$ cat config.mk
export PLATFORM = sky130hd
export DESIGN_NAME = stripe_request_splitter_top_flat
export DESIGN_NICKNAME = d
export VERILOG_FILES = /design/src/rtl/core/srs_pkg.sv /design/src/rtl/core/srs_chan_if.sv /design/src/rtl/core/srs_seq.sv /design/src/rtl/core/stripe_request_splitter_top.sv /design/src/flat_wrapper.sv
export SDC_FILE = /design/constraint.sdc
export NUM_CORES = 1
export LEC_CHECK = 0
export BUFFER_PORTS_ARGS = -buffer_cell sky130_fd_sc_hd__buf_4
export CORE_MARGIN = 1.5
export CORE_UTILIZATION = 49
export CTS_CLUSTER_SIZE = 10
export DETAILED_ROUTE_END_ITERATION = 6
export PLACE_DENSITY_LB_ADDON = 0.1
export SETUP_SLACK_MARGIN = 0.4
export SLEW_MARGIN = 20
export SYNTH_ARGS = -nofsm -noshare
export SYNTH_HDL_FRONTEND = slang
export SYNTH_SLANG_ARGS = --single-unit
$ cat constraint.sdc
create_clock -name clk -period 12.24 [get_ports clk]
set_input_delay 2.448 -clock clk [delete_from_list [all_inputs] [get_ports clk]]
set_output_delay 2.448 -clock clk [all_outputs]
set_load 0.03 [all_outputs]
$ cat src/rtl/core/srs_pkg.sv
// types, constants and microcode table of the stripe request splitter
package srs_pkg;

  localparam int BLOCK_SHIFT       = 10;
  localparam int MAX_DISKS         = 8;
  localparam int MAX_REQUEST_BYTES = 65536;
  localparam int MAX_SEGMENTS      = 33;
  localparam int MIN_STRIPE_SHIFT  = 11;
  localparam int MAX_STRIPE_SHIFT  = 20;

  localparam int ADDR_W    = 32;
  localparam int BLOCK_W   = 22;
  localparam int LEN_W     = 17;
  localparam int BUF_W     = 16;
  localparam int DISK_W    = 3;
  localparam int DCOUNT_W  = 4;
  localparam int SHIFT_W   = 5;
  localparam int STRIPE_W  = ADDR_W - MIN_STRIPE_SHIFT;
  localparam int INOFF_W   = MAX_STRIPE_SHIFT;
  localparam int REMSTR_W  = MAX_STRIPE_SHIFT + 1;
  localparam int DIVCNT_W  = $clog2(STRIPE_W);
  localparam int SEG_W     = $clog2(MAX_SEGMENTS);
  localparam int REGIDX_W  = 2;
  localparam int PC_W      = 3;

  localparam logic [REGIDX_W-1:0] REG_DISK_COUNT   = 2'd0;
  localparam logic [REGIDX_W-1:0] REG_STRIPE_SHIFT = 2'd1;
  localparam logic [REGIDX_W-1:0] REG_VOLUME_START = 2'd2;

  typedef struct packed {
    logic [BLOCK_W-1:0] start_block;
    logic [LEN_W-1:0]   length_bytes;
  } in_beat_t;

  typedef struct packed {
    logic [DISK_W-1:0]  disk_index;
    logic [BLOCK_W-1:0] disk_block;
    logic [LEN_W-1:0]   segment_bytes;
    logic [BUF_W-1:0]   buffer_offset;
    logic               last;
  } out_beat_t;

  typedef struct packed {
    logic [REGIDX_W-1:0] reg_index;
    logic [ADDR_W-1:0]   wdata;
  } cfg_beat_t;

  typedef logic [PC_W-1:0] pc_t;

  localparam pc_t PC_IDLE  = 3'd0;
  localparam pc_t PC_CHK   = 3'd1;
  localparam pc_t PC_DIV   = 3'd2;
  localparam pc_t PC_SETUP = 3'd3;
  localparam pc_t PC_EMIT  = 3'd4;
  localparam pc_t PC_DONE  = 3'd5;

  typedef enum logic [2:0] {
    OP_NOP,
    OP_LOAD,
    OP_DIV,
    OP_SETUP,
    OP_EMIT
  } op_t;

  typedef enum logic [2:0] {
    C_NEVER,
    C_ALWAYS,
    C_NO_IN,
    C_LEN_ZERO,
    C_DIV_BUSY,
    C_SEG_MORE
  } cond_t;

  typedef struct packed {
    op_t   op;
    cond_t cond;
    pc_t   target;
  } ucode_t;

  typedef struct packed {
    logic in_fire;
    logic len_zero;
    logic div_busy;
    logic seg_more;
  } seq_flags_t;

  // jump to target when cond holds, else fall through to the next step
  function automatic ucode_t ucode_rom(input pc_t pc);
    ucode_t w;
    w = '{op: OP_NOP, cond: C_ALWAYS, target: PC_IDLE};
    case (pc)
      PC_IDLE:  w = '{op: OP_LOAD,  cond: C_NO_IN,    target: PC_IDLE};
      PC_CHK:   w = '{op: OP_NOP,   cond: C_LEN_ZERO, target: PC_IDLE};
      PC_DIV:   w = '{op: OP_DIV,   cond: C_DIV_BUSY, target: PC_DIV};
      PC_SETUP: w = '{op: OP_SETUP, cond: C_NEVER,    target: PC_IDLE};
      PC_EMIT:  w = '{op: OP_EMIT,  cond: C_SEG_MORE, target: PC_EMIT};
      PC_DONE:  w = '{op: OP_NOP,   cond: C_ALWAYS,   target: PC_IDLE};
      default:  w = '{op: OP_NOP,   cond: C_ALWAYS,   target: PC_IDLE};
    endcase
    return w;
  endfunction

endpackage

$ cat src/rtl/core/srs_chan_if.sv
// valid/ready channel carrying one payload beat
interface srs_chan_if #(
  parameter type payload_t = logic
);
  logic     valid;
  logic     ready;
  payload_t payload;

  modport source (output valid, output payload, input ready);
  modport sink   (input valid, input payload, output ready);
endinterface

$ cat src/rtl/core/srs_seq.sv
// microcode sequencer: step counter, control rom and jump logic
module srs_seq (
  input  logic               clk,
  input  logic               rst_n,
  input  srs_pkg::seq_flags_t flags,
  output srs_pkg::ucode_t     word
);

  srs_pkg::pc_t pc_r;
  srs_pkg::pc_t pc_nxt;
  logic         take;

  assign word = srs_pkg::ucode_rom(pc_r);

  always_comb begin
    case (word.cond)
      srs_pkg::C_NEVER:    take = 1'b0;
      srs_pkg::C_ALWAYS:   take = 1'b1;
      srs_pkg::C_NO_IN:    take = !flags.in_fire;
      srs_pkg::C_LEN_ZERO: take = flags.len_zero;
      srs_pkg::C_DIV_BUSY: take = flags.div_busy;
      srs_pkg::C_SEG_MORE: take = flags.seg_more;
      default:             take = 1'b1;
    endcase
  end

  always_comb begin
    pc_nxt = take ? word.target : pc_r + srs_pkg::pc_t'(1);
  end

  always_ff @(posedge clk) begin
    if (!rst_n) begin
      pc_r <= srs_pkg::PC_IDLE;
    end else begin
      pc_r <= pc_nxt;
    end
  end

endmodule

$ cat src/rtl/core/stripe_request_splitter_top.sv
// stripe request splitter: maps a volume read onto per-disk stripe segments
//
//  channel  dir  beat                                   handshake
//  in_if    in   start_block, length_bytes              valid/ready
//  out_if   out  disk_index, disk_block, segment_bytes,  valid/ready
//                buffer_offset, last
//  cfg_if   in   reg_index, wdata                       valid/ready, always ready
//
// a request steps through accept, length check, divide, setup and one emit per segment;
// the stripe / disk_count divider is bit-serial, one bit a cycle
// a zero-length request produces nothing
// the result register lets the next request in while the final segment waits
// synchronous active-low reset restores disk_count 1, stripe_shift 16, volume_start 0
// out stalls hold the sequencer on the emit step
module stripe_request_splitter_top (
  input  logic              clk,
  input  logic              rst_n,
  srs_chan_if.sink          in_if,
  srs_chan_if.source        out_if,
  srs_chan_if.sink          cfg_if
);

  // configuration
  logic [srs_pkg::DCOUNT_W-1:0] disk_count_r;
  logic [srs_pkg::SHIFT_W-1:0]  stripe_shift_r;
  logic [srs_pkg::ADDR_W-1:0]   volume_start_r;
  logic [srs_pkg::DCOUNT_W-1:0] eff_disks;
  logic [srs_pkg::SHIFT_W-1:0]  eff_shift;

  // datapath
  logic [srs_pkg::ADDR_W-1:0]   offset_r, offset_nxt;
  logic [srs_pkg::LEN_W-1:0]    length_r, length_nxt;
  logic [srs_pkg::BUF_W-1:0]    bufpos_r, bufpos_nxt;
  logic [srs_pkg::SEG_W-1:0]    seg_n_r, seg_n_nxt;
  logic [srs_pkg::STRIPE_W-1:0] quot_r, quot_nxt;
  logic [srs_pkg::DISK_W-1:0]   rem_r, rem_nxt;
  logic [srs_pkg::DIVCNT_W-1:0] div_cnt_r, div_cnt_nxt;
  logic [srs_pkg::ADDR_W-1:0]   base_r, base_nxt;
  logic [srs_pkg::DISK_W-1:0]   disk_r, disk_nxt;
  logic                         out_valid_r, out_valid_nxt;
  srs_pkg::out_beat_t           out_r, out_nxt;

  srs_pkg::ucode_t     word;
  srs_pkg::seq_flags_t flags;

  logic                         in_fire;
  logic                         emit_go;
  logic [srs_pkg::ADDR_W-1:0]   offset_ld;
  logic [srs_pkg::LEN_W-1:0]    length_ld;
  logic [srs_pkg::DCOUNT_W-1:0] div_trial;
  logic [srs_pkg::ADDR_W-1:0]   smask;
  logic [srs_pkg::ADDR_W-1:0]   stripe_bytes;
  logic [srs_pkg::INOFF_W-1:0]  in_off;
  logic [srs_pkg::REMSTR_W-1:0] rem_stripe;
  logic [srs_pkg::LEN_W-1:0]    count;
  logic [srs_pkg::ADDR_W-1:0]   addr;
  logic [srs_pkg::ADDR_W-1:0]   offset_adv;
  logic                         seg_last;

  srs_seq u_seq (
    .clk   (clk),
    .rst_n (rst_n),
    .flags (flags),
    .word  (word)
  );

  assign cfg_if.ready = 1'b1;

  always_ff @(posedge clk) begin
    if (!rst_n) begin
      disk_count_r   <= srs_pkg::DCOUNT_W'(1);
      stripe_shift_r <= srs_pkg::SHIFT_W'(16);
      volume_start_r <= '0;
    end else if (cfg_if.valid) begin
      case (cfg_if.payload.reg_index)
        srs_pkg::REG_DISK_COUNT:
          disk_count_r <= cfg_if.payload.wdata[srs_pkg::DCOUNT_W-1:0];
        srs_pkg::REG_STRIPE_SHIFT:
          stripe_shift_r <= cfg_if.payload.wdata[srs_pkg::SHIFT_W-1:0];
        srs_pkg::REG_VOLUME_START:
          volume_start_r <= cfg_if.payload.wdata;
        default: ;
      endcase
    end
  end

  always_comb begin
    if (disk_count_r == '0) begin
      eff_disks = srs_pkg::DCOUNT_W'(1);
    end else if (disk_count_r > srs_pkg::DCOUNT_W'(srs_pkg::MAX_DISKS)) begin
      eff_disks = srs_pkg::DCOUNT_W'(srs_pkg::MAX_DISKS);
    end else begin
      eff_disks = disk_count_r;
    end
    if (stripe_shift_r < srs_pkg::SHIFT_W'(srs_pkg::MIN_STRIPE_SHIFT)) begin
      eff_shift = srs_pkg::SHIFT_W'(srs_pkg::MIN_STRIPE_SHIFT);
    end else if (stripe_shift_r > srs_pkg::SHIFT_W'(srs_pkg::MAX_STRIPE_SHIFT)) begin
      eff_shift = srs_pkg::SHIFT_W'(srs_pkg::MAX_STRIPE_SHIFT);
    end else begin
      eff_shift = stripe_shift_r;
    end
  end

  assign in_if.ready  = (word.op == srs_pkg::OP_LOAD);
  assign in_fire      = in_if.valid && in_if.ready;
  assign emit_go      = (word.op == srs_pkg::OP_EMIT) && (!out_valid_r || out_if.ready);

  assign out_if.valid   = out_valid_r;
  assign out_if.payload = out_r;

  always_comb begin
    offset_ld = srs_pkg::ADDR_W'(in_if.payload.start_block) << srs_pkg::BLOCK_SHIFT;
    if (in_if.payload.length_bytes > srs_pkg::LEN_W'(srs_pkg::MAX_REQUEST_BYTES)) begin
      length_ld = srs_pkg::LEN_W'(srs_pkg::MAX_REQUEST_BYTES);
    end else begin
      length_ld = in_if.payload.length_bytes;
    end
  end

  // segment arithmetic
  always_comb begin
    smask        = (srs_pkg::ADDR_W'(1) << eff_shift) - srs_pkg::ADDR_W'(1);
    stripe_bytes = srs_pkg::ADDR_W'(1) << eff_shift;
    in_off       = srs_pkg::INOFF_W'(offset_r & smask);
    rem_stripe   = (srs_pkg::REMSTR_W'(1) << eff_shift) - srs_pkg::REMSTR_W'(in_off);
    if (srs_pkg::REMSTR_W'(length_r) > rem_stripe) begin
      count = srs_pkg::LEN_W'(rem_stripe);
    end else begin
      count = length_r;
    end
    addr       = base_r + srs_pkg::ADDR_W'(in_off);
    offset_adv = offset_r + srs_pkg::ADDR_W'(count);
    seg_last   = (count == length_r)
              || (seg_n_r == srs_pkg::SEG_W'(srs_pkg::MAX_SEGMENTS - 1));
  end

  // one restoring step of stripe / disk count
  assign div_trial = {rem_r, quot_r[srs_pkg::STRIPE_W-1]};

  always_comb begin
    flags.in_fire  = in_fire;
    flags.len_zero = (length_r == '0);
    flags.div_busy = (div_cnt_r != srs_pkg::DIVCNT_W'(srs_pkg::STRIPE_W - 1));
    flags.seg_more = !(emit_go && seg_last);
  end

  always_comb begin
    offset_nxt    = offset_r;
    length_nxt    = length_r;
    bufpos_nxt    = bufpos_r;
    seg_n_nxt     = seg_n_r;
    quot_nxt      = quot_r;
    rem_nxt       = rem_r;
    div_cnt_nxt   = div_cnt_r;
    base_nxt      = base_r;
    disk_nxt      = disk_r;
    out_nxt       = out_r;
    out_valid_nxt = out_valid_r && !out_if.ready;

    case (word.op)
      srs_pkg::OP_LOAD: begin
        if (in_fire) begin
          offset_nxt  = offset_ld;
          length_nxt  = length_ld;
          bufpos_nxt  = '0;
          seg_n_nxt   = '0;
          quot_nxt    = srs_pkg::STRIPE_W'(offset_ld >> eff_shift);
          rem_nxt     = '0;
          div_cnt_nxt = '0;
        end
      end
      srs_pkg::OP_DIV: begin
        if (div_trial >= eff_disks) begin
          rem_nxt  = srs_pkg::DISK_W'(div_trial - eff_disks);
          quot_nxt = {quot_r[srs_pkg::STRIPE_W-2:0], 1'b1};
        end else begin
          rem_nxt  = div_trial[srs_pkg::DISK_W-1:0];
          quot_nxt = {quot_r[srs_pkg::STRIPE_W-2:0], 1'b0};
        end
        div_cnt_nxt = div_cnt_r + srs_pkg::DIVCNT_W'(1);
      end
      srs_pkg::OP_SETUP: begin
        base_nxt = volume_start_r + (srs_pkg::ADDR_W'(quot_r) << eff_shift);
        disk_nxt = rem_r;
      end
      srs_pkg::OP_EMIT: begin
        if (emit_go) begin
          out_valid_nxt         = 1'b1;
          out_nxt.disk_index    = disk_r;
          out_nxt.disk_block    = addr[srs_pkg::ADDR_W-1:srs_pkg::BLOCK_SHIFT];
          out_nxt.segment_bytes = count;
          out_nxt.buffer_offset = bufpos_r;
          out_nxt.last          = seg_last;
          offset_nxt            = offset_adv;
          length_nxt            = length_r - count;
          bufpos_nxt            = bufpos_r + srs_pkg::BUF_W'(count);
          seg_n_nxt             = seg_n_r + srs_pkg::SEG_W'(1);
          // wrapping past the top of the address space restarts at stripe zero
          if (offset_adv == '0) begin
            disk_nxt = '0;
            base_nxt = volume_start_r;
          end else if ({1'b0, disk_r} + srs_pkg::DCOUNT_W'(1) == eff_disks) begin
            disk_nxt = '0;
            base_nxt = base_r + stripe_bytes;
          end else begin
            disk_nxt = disk_r + srs_pkg::DISK_W'(1);
          end
        end
      end
      default: ;
    endcase
  end

  always_ff @(posedge clk) begin
    if (!rst_n) begin
      out_valid_r <= 1'b0;
    end else begin
      out_valid_r <= out_valid_nxt;
    end
  end

  always_ff @(posedge clk) begin
    offset_r  <= offset_nxt;
    length_r  <= length_nxt;
    bufpos_r  <= bufpos_nxt;
    seg_n_r   <= seg_n_nxt;
    quot_r    <= quot_nxt;
    rem_r     <= rem_nxt;
    div_cnt_r <= div_cnt_nxt;
    base_r    <= base_nxt;
    disk_r    <= disk_nxt;
    out_r     <= out_nxt;
  end

endmodule

$ cat src/flat_wrapper.sv
// flat-port wrapper written by rule: the top's interface ports become plain ports
module stripe_request_splitter_top_flat 
  (clk, rst_n, in_if_valid, in_if_payload, in_if_ready, out_if_valid, out_if_payload, out_if_ready, cfg_if_valid, cfg_if_payload, cfg_if_ready);
  srs_chan_if #(.payload_t(srs_pkg::in_beat_t)) in_if_i ();
  srs_chan_if #(.payload_t(srs_pkg::out_beat_t)) out_if_i ();
  srs_chan_if #(.payload_t(srs_pkg::cfg_beat_t)) cfg_if_i ();
  input  logic clk;
  input  logic rst_n;
  input wire logic [$bits(in_if_i.valid)-1:0] in_if_valid;
  input wire logic [$bits(in_if_i.payload)-1:0] in_if_payload;
  output wire logic [$bits(in_if_i.ready)-1:0] in_if_ready;
  output wire logic [$bits(out_if_i.valid)-1:0] out_if_valid;
  output wire logic [$bits(out_if_i.payload)-1:0] out_if_payload;
  input wire logic [$bits(out_if_i.ready)-1:0] out_if_ready;
  input wire logic [$bits(cfg_if_i.valid)-1:0] cfg_if_valid;
  input wire logic [$bits(cfg_if_i.payload)-1:0] cfg_if_payload;
  output wire logic [$bits(cfg_if_i.ready)-1:0] cfg_if_ready;
  assign in_if_i.valid = in_if_valid;
  assign in_if_i.payload = in_if_payload;
  assign in_if_ready = in_if_i.ready;
  assign out_if_valid = out_if_i.valid;
  assign out_if_payload = out_if_i.payload;
  assign out_if_i.ready = out_if_ready;
  assign cfg_if_i.valid = cfg_if_valid;
  assign cfg_if_i.payload = cfg_if_payload;
  assign cfg_if_ready = cfg_if_i.ready;
  stripe_request_splitter_top u_core (.clk(clk), .rst_n(rst_n), .in_if(in_if_i), .out_if(out_if_i), .cfg_if(cfg_if_i));
endmodule
After elaboration in Yosys (flattened, before gate mapping)
Cells that the tools add are included.
- register bits after elaboration: 239
- bits of input ports: 78
- $add $sub $neg: 14
- $lt $le $gt $ge: 6
- equal/unequal tests: 21
- shift-type cells: 4
- muxes and demuxes: 39
- bitwise logic cells: 1
- reduce and logical (&&, ||, !) cells: 27
- operators with widths (cell ; count):
    $mux 32 ; 5
    $pmux 32 s2 ; 2
    $mux 17 ; 4
    $add 32x32->32 ; 2
    $pmux 9 s5 ; 1
    $pmux 21 s2 ; 1
    $pmux 17 s2 ; 1
    $add 32x17->32 ; 1
    $add 32x20->32 ; 1
    $logic_not 32->1 ; 1
    $mux 16 ; 2
    $pmux 16 s2 ; 1
    $shl 1x5->32 const A ; 1
    $shl 21x5->32 ; 1
    $shr 32x5->21 ; 1
    $gt 17x21->1 ; 1
    $mux 21 ; 1
    $shl 1x5->21 const A ; 1
    $sub 21x20->21 ; 1
    $and 20x20->20 ; 1
    $sub 20x2->20 const B ; 1
    $eq 3x2->1 const B ; 6
    $mux 3 ; 6
    $eq 17x17->1 ; 1
    40 further kinds ; 68

Longest topological paths before layout
- word-level depth: 15
- depth in mapped cells: 40
- gate-level depth less buffers: 34

Modules after synthesis
A second synthesis with hierarchy kept.
- cells, all modules: 2166
- area, all modules: 19622.6 µm²
- by module, submodules not included (module ; instances ; cells an instance ; area each (µm²) ; seq. area each (µm²)):
    stripe_request_splitter_top ; 1 ; 2124 ; 19284.7 ; 6666.4
    srs_seq ; 1 ; 42 ; 337.8 ; 60.1

Least setup slack after synthesis
Ideal clock, no wire load.
- kind: reg2reg
- start point: register u_core.stripe_shift_r[2] (netlist name)
- end point: register u_core.base_r[0] (netlist name), enable pin
- arrival: 8534 ps
- path slack: 3315 ps
- stages on the path, launching flop included: 37
- clock period less this slack: 8925 ps
- cell sequence: dfxtp_1 and2_1 clkbuf_1 nor2_1 o21ai_0 buf_2 clkbuf_1 clkbuf_1 nor3_1 ha_1 o21ai_0 o311ai_1 xnor2_1 inv_1 ha_1 nand4_1 o31ai_1 o311ai_1 and4bb_2 nand2_1 buf_4 buf_2 nand2_1 o21ai_0 ha_1 fa_1 a211oi_1 o21ai_1 and3_1 o2111ai_2 a21oi_1 or3_1 a222oi_1 and4bb_1 buf_4 a31o_2 o21a_1
- word-level cells in the longest chain between the ends: 13
- elaborated cells on any way between the ends: 15
- ends and longest elaborated chain (item ; RTL line ; text):
    start: declaration ; stripe_request_splitter_top.sv:25 ; logic [srs_pkg::SHIFT_W-1:0] stripe_shift_r;
    start signal: assignment ; stripe_request_splitter_top.sv:72 ; stripe_shift_r <= srs_pkg::SHIFT_W'(16);
    start signal: assignment ; stripe_request_splitter_top.sv:79 ; stripe_shift_r <= cfg_if.payload.wdata[srs_pkg::SHIFT_W-1:0];
    $gt 5x5->1 ; stripe_request_splitter_top.sv:97 ; end else if (stripe_shift_r > srs_pkg::SHIFT_W'(srs_pkg::MAX_STRIPE_SHIFT)) begin
    $mux 5 ; stripe_request_splitter_top.sv:97 ;
    $mux 5 (*) ; stripe_request_splitter_top.sv:95 ; if (stripe_shift_r < srs_pkg::SHIFT_W'(srs_pkg::MIN_STRIPE_SHIFT)) begin
    $shl 1x5->32 ; stripe_request_splitter_top.sv:122 ; smask = (srs_pkg::ADDR_W'(1) << eff_shift) - srs_pkg::ADDR_W'(1);
    $sub 20x2->20 ; stripe_request_splitter_top.sv:122 ;
    $and 20x20->20 ; stripe_request_splitter_top.sv:124 ; in_off = srs_pkg::INOFF_W'(offset_r & smask);
    $sub 21x20->21 (*) ; stripe_request_splitter_top.sv:125 ; rem_stripe = (srs_pkg::REMSTR_W'(1) << eff_shift) - srs_pkg::REMSTR_W'(in_off);
    $gt 17x21->1 ; stripe_request_splitter_top.sv:126 ; if (srs_pkg::REMSTR_W'(length_r) > rem_stripe) begin
    $mux 17 (*) ; stripe_request_splitter_top.sv:126 ;
    net u_core.count (one bit) ; stripe_request_splitter_top.sv:55 ; logic [srs_pkg::LEN_W-1:0] count;
    $add 32x17->32 (*) ; stripe_request_splitter_top.sv:132 ; offset_adv = offset_r + srs_pkg::ADDR_W'(count);
    $logic_not 32->1 (*) ; stripe_request_splitter_top.sv:199 ; if (offset_adv == '0) begin
    $ne 3x3->1 (no line) (*) ; n/a ;
    $reduce_and 3->1 (no line) (*) ; n/a ;
    end signal: assignment ; stripe_request_splitter_top.sv:230 ; base_r <= base_nxt;
    end: declaration ; stripe_request_splitter_top.sv:38 ; logic [srs_pkg::ADDR_W-1:0] base_r, base_nxt;
The timed path passes the listed nets; every way through them passes the cells marked *.
A chain may end at the register's enable or synchronous reset.

Worst setup path in the final report
- start point: register u_core.stripe_shift_r[2] (netlist name)
- end point: register u_core.base_r[9] (netlist name), enable pin
The elaborated chain is that of the path after synthesis.

==> flow_summary.toml <==
[status]
status = "finished, final reports clean"

[detailed_routing]
drc = 0
viasPerCell = 5.85
first_pass_iters = 5
drt_wl_total_um = 56900
vias = 16980
drtIter0Drc = 995
wire_per_inst_um = 19.6
ant_nets = 0

[synthesis]
syn_area_per_cell_um2 = 8.92
syn_area_mm2 = 0.0198
async_reset_ff_frac = 0
synth-edff-count = 194
ys_ff_latch = 239
yosysSeqAreaShare = 0.340
synth_warnings = 0
synth_cell_types = 83
ys_top_cells_by_count = "nand2_1 (257), edfxtp_1 (194), nor2_1 (191)"
synth-main-ff-cell = "edfxtp_1"
synthTopCellsByArea = "edfxtp_1 (29%), ha_1 (11%), mux2i_1 (6.5%)"
synth_top_area_cell = "edfxtp_1"
synth_cells = 2218
yosys.area.top_type_share = 0.294
yosysMostFrequentCell = "nand2_1"

[critical_path]
cpMaxStageDelayCell = "and2_1"
critPathMaxFanout = 43
startpoint_type = "flip-flop"
endpoint_kind = "flip-flop"
critPathMaxStageDelay_ns = 0.75
cp.arrival_ns = 10.98
cpMostUsedCell = "buf_4"
critPathRequiredTime_ns = 12.46
crit_type = "reg -> reg"

[sta]
slew_headroom = 0.288
grt_setup_unrepaired = "no"
drv_slew = 0
min_period_over_period = 0.879
worst_slew_pin_slew_ns = 1.07
period_minus_slack_ns = 10.76
whs_ns = 0.458
skew_ns = 0.0171
fmax_mhz = 92.9
finalSetupViolations = 0
finalHoldViolCount = 0
setup_tns_ns = 0

[die]
dieArea_mm2 = 0.0416
core_area_mm2 = 0.0398
ioPinCount = 140
die_h_um = 204
die_w_um = 204
start_util = 0.497
rows = 73

[clock_network]
clk_latency_ns = 0.59
cts_resized = 0
h-tree-depth = 1
ctsHoldBuffers = 0
root_buffer = "clkbuf_16"
cts_buffers = 30
clk_path_buf_depth = 3
post_cts.repair.setup_buffers = 0
cts_tree = "built"
clock-sinks = 239
path_clk_slew_ns = 0.06

[grt]
grt_pass1_wl_um = 88400
use_met3 = 0.0266
grt_pass1_vias = 16185
grt_busiest_layer = "met2"
grt_use_met1 = 0.357
grt_max_degree = 83
antenna_found_initial = 0
grt_usage = 0.269
grt_overflow_total = 0
grt_use_met2 = 0.458

[final_layout]
drive_above_1_share = 0.101
final_core_util = 0.561
register_area_mm2 = 0.00673
antenna_cells = 0
area_delta_synth_final_pct = 13.0
stdcell_area_mm2 = 0.0224
multi_input_area_mm2 = 0.0125
nets = 2612
fillers = 3701

[placed_design]
portBuffers = 138
dpl.hpwl_um = 43700
gp_congestion = 0.896
dpl_cell_area_mm2 = 0.0214

[pwr]
total_leakage_power_nw = 9.67
powerDensity_mw_per_mm2 = 195
ir_drop_mv = 0.152
total_power_w = 0.00436

[job]
cap_viol_max_count = 0

[min_path]
hp-class = "reg -> reg"
## report_power, final
part,internal (W),switching (W)
registers,0.00115,0.000180
clock network,0.000524,0.000359
logic,0.000829,0.00132
## registers in the layout (all words and copies together), names as in the netlist, 6 cells and up
register               count
u_core.base_r             32
u_core.bufpos_r           16
u_core.length_r           17
u_core.offset_r           32
u_core.out_if.payload     59
u_core.quot_r             21
u_core.seg_n_r             6
u_core.volume_start_r     32
## metal layers
metal | wire, µm | share of wire | vias to the layer above
li1 | - | - | 8390
met1 | 25600 | 0.45 | 8053
met2 | 27000 | 0.47 | 436
met3 | 2380 | 0.042 | 101
met4 | 2020 | 0.035 | 0
met5 | 0 | 0 | -
## placed cells by master, fill, tap and decap left out, drive strengths merged, types with 33 or more instances in the layout
cell type,instances
a21boi,38
a21o,50
a21oi,154
and2,36
buf,152
clkbuf,49
conb,43
dfxtp,45
edfxtp,194
ha,173
inv,92
mux2i,129
nand2,257
nand3,63
nor2,191
nor2b,33
nor3,39
o21ai,129
xnor2,85
xor2,60
## cell families (layout without fill, tap and decap cells)
| group | Yosys count | count (layout) | synth area share |
|---|---|---|---|
| other cells | 2 | 43 | 0.000380 |
| simple gates | 743 | 743 | 0.175 |
| fa+ha+maj | 180 | 180 | 0.116 |
| mux | 144 | 144 | 0.0738 |
| compound gates | 584 | 584 | 0.193 |
| buf+inv | 181 | 299 | 0.0370 |
| flops | 239 | 239 | 0.340 |
| xor+xnor | 145 | 145 | 0.0642 |
## final cells by class
class / instances / share of cell area
multi-input combinational: 1839 / 0.561
sequential: 239 / 0.301
timing repair buffer: 152 / 0.0510
clock buffer: 49 / 0.0391
tap: 525 / 0.0294
inverter: 92 / 0.0154
clock inverter: 6 / 0.00358
## critical path: cells and delay by family, from the launching register on
kind            cells  cell delay [ns]
compound gates     14             3.27
flops               1             0.45
fa+ha+maj           4             1.35
xor+xnor            1             0.22
simple gates       10             3.27
buf+inv             5             1.77
## metrics by stage
| step | instances | setup WS [ns] |
|---|---|---|
| 3_5_place_dp | 2847 | 1.59 |
| 4_1_cts | 2902 | 1.53 |
| 3_3_place_gp | 2847 | 1.90 |
| 5_1_grt | 2902 | 0.642 |
| 2_1_floorplan | 2259 | 3.32 |
| 6_report | 2902 | 1.48 |
## worst paths after layout
path,from,endpoint,slack (ns),cells after the start
worst max-delay path,u_core.stripe_shift_r[2],u_core.base_r[9],1.48,34
worst min-delay path,u_core.bufpos_r[11],u_core.out_if.payload[12],0.46,0
worst min register to register,u_core.bufpos_r[11],u_core.out_if.payload[12],0.46,0
worst max register to register,u_core.stripe_shift_r[2],u_core.base_r[9],1.48,34
Note: power is estimated with default switching activity, not from simulation.
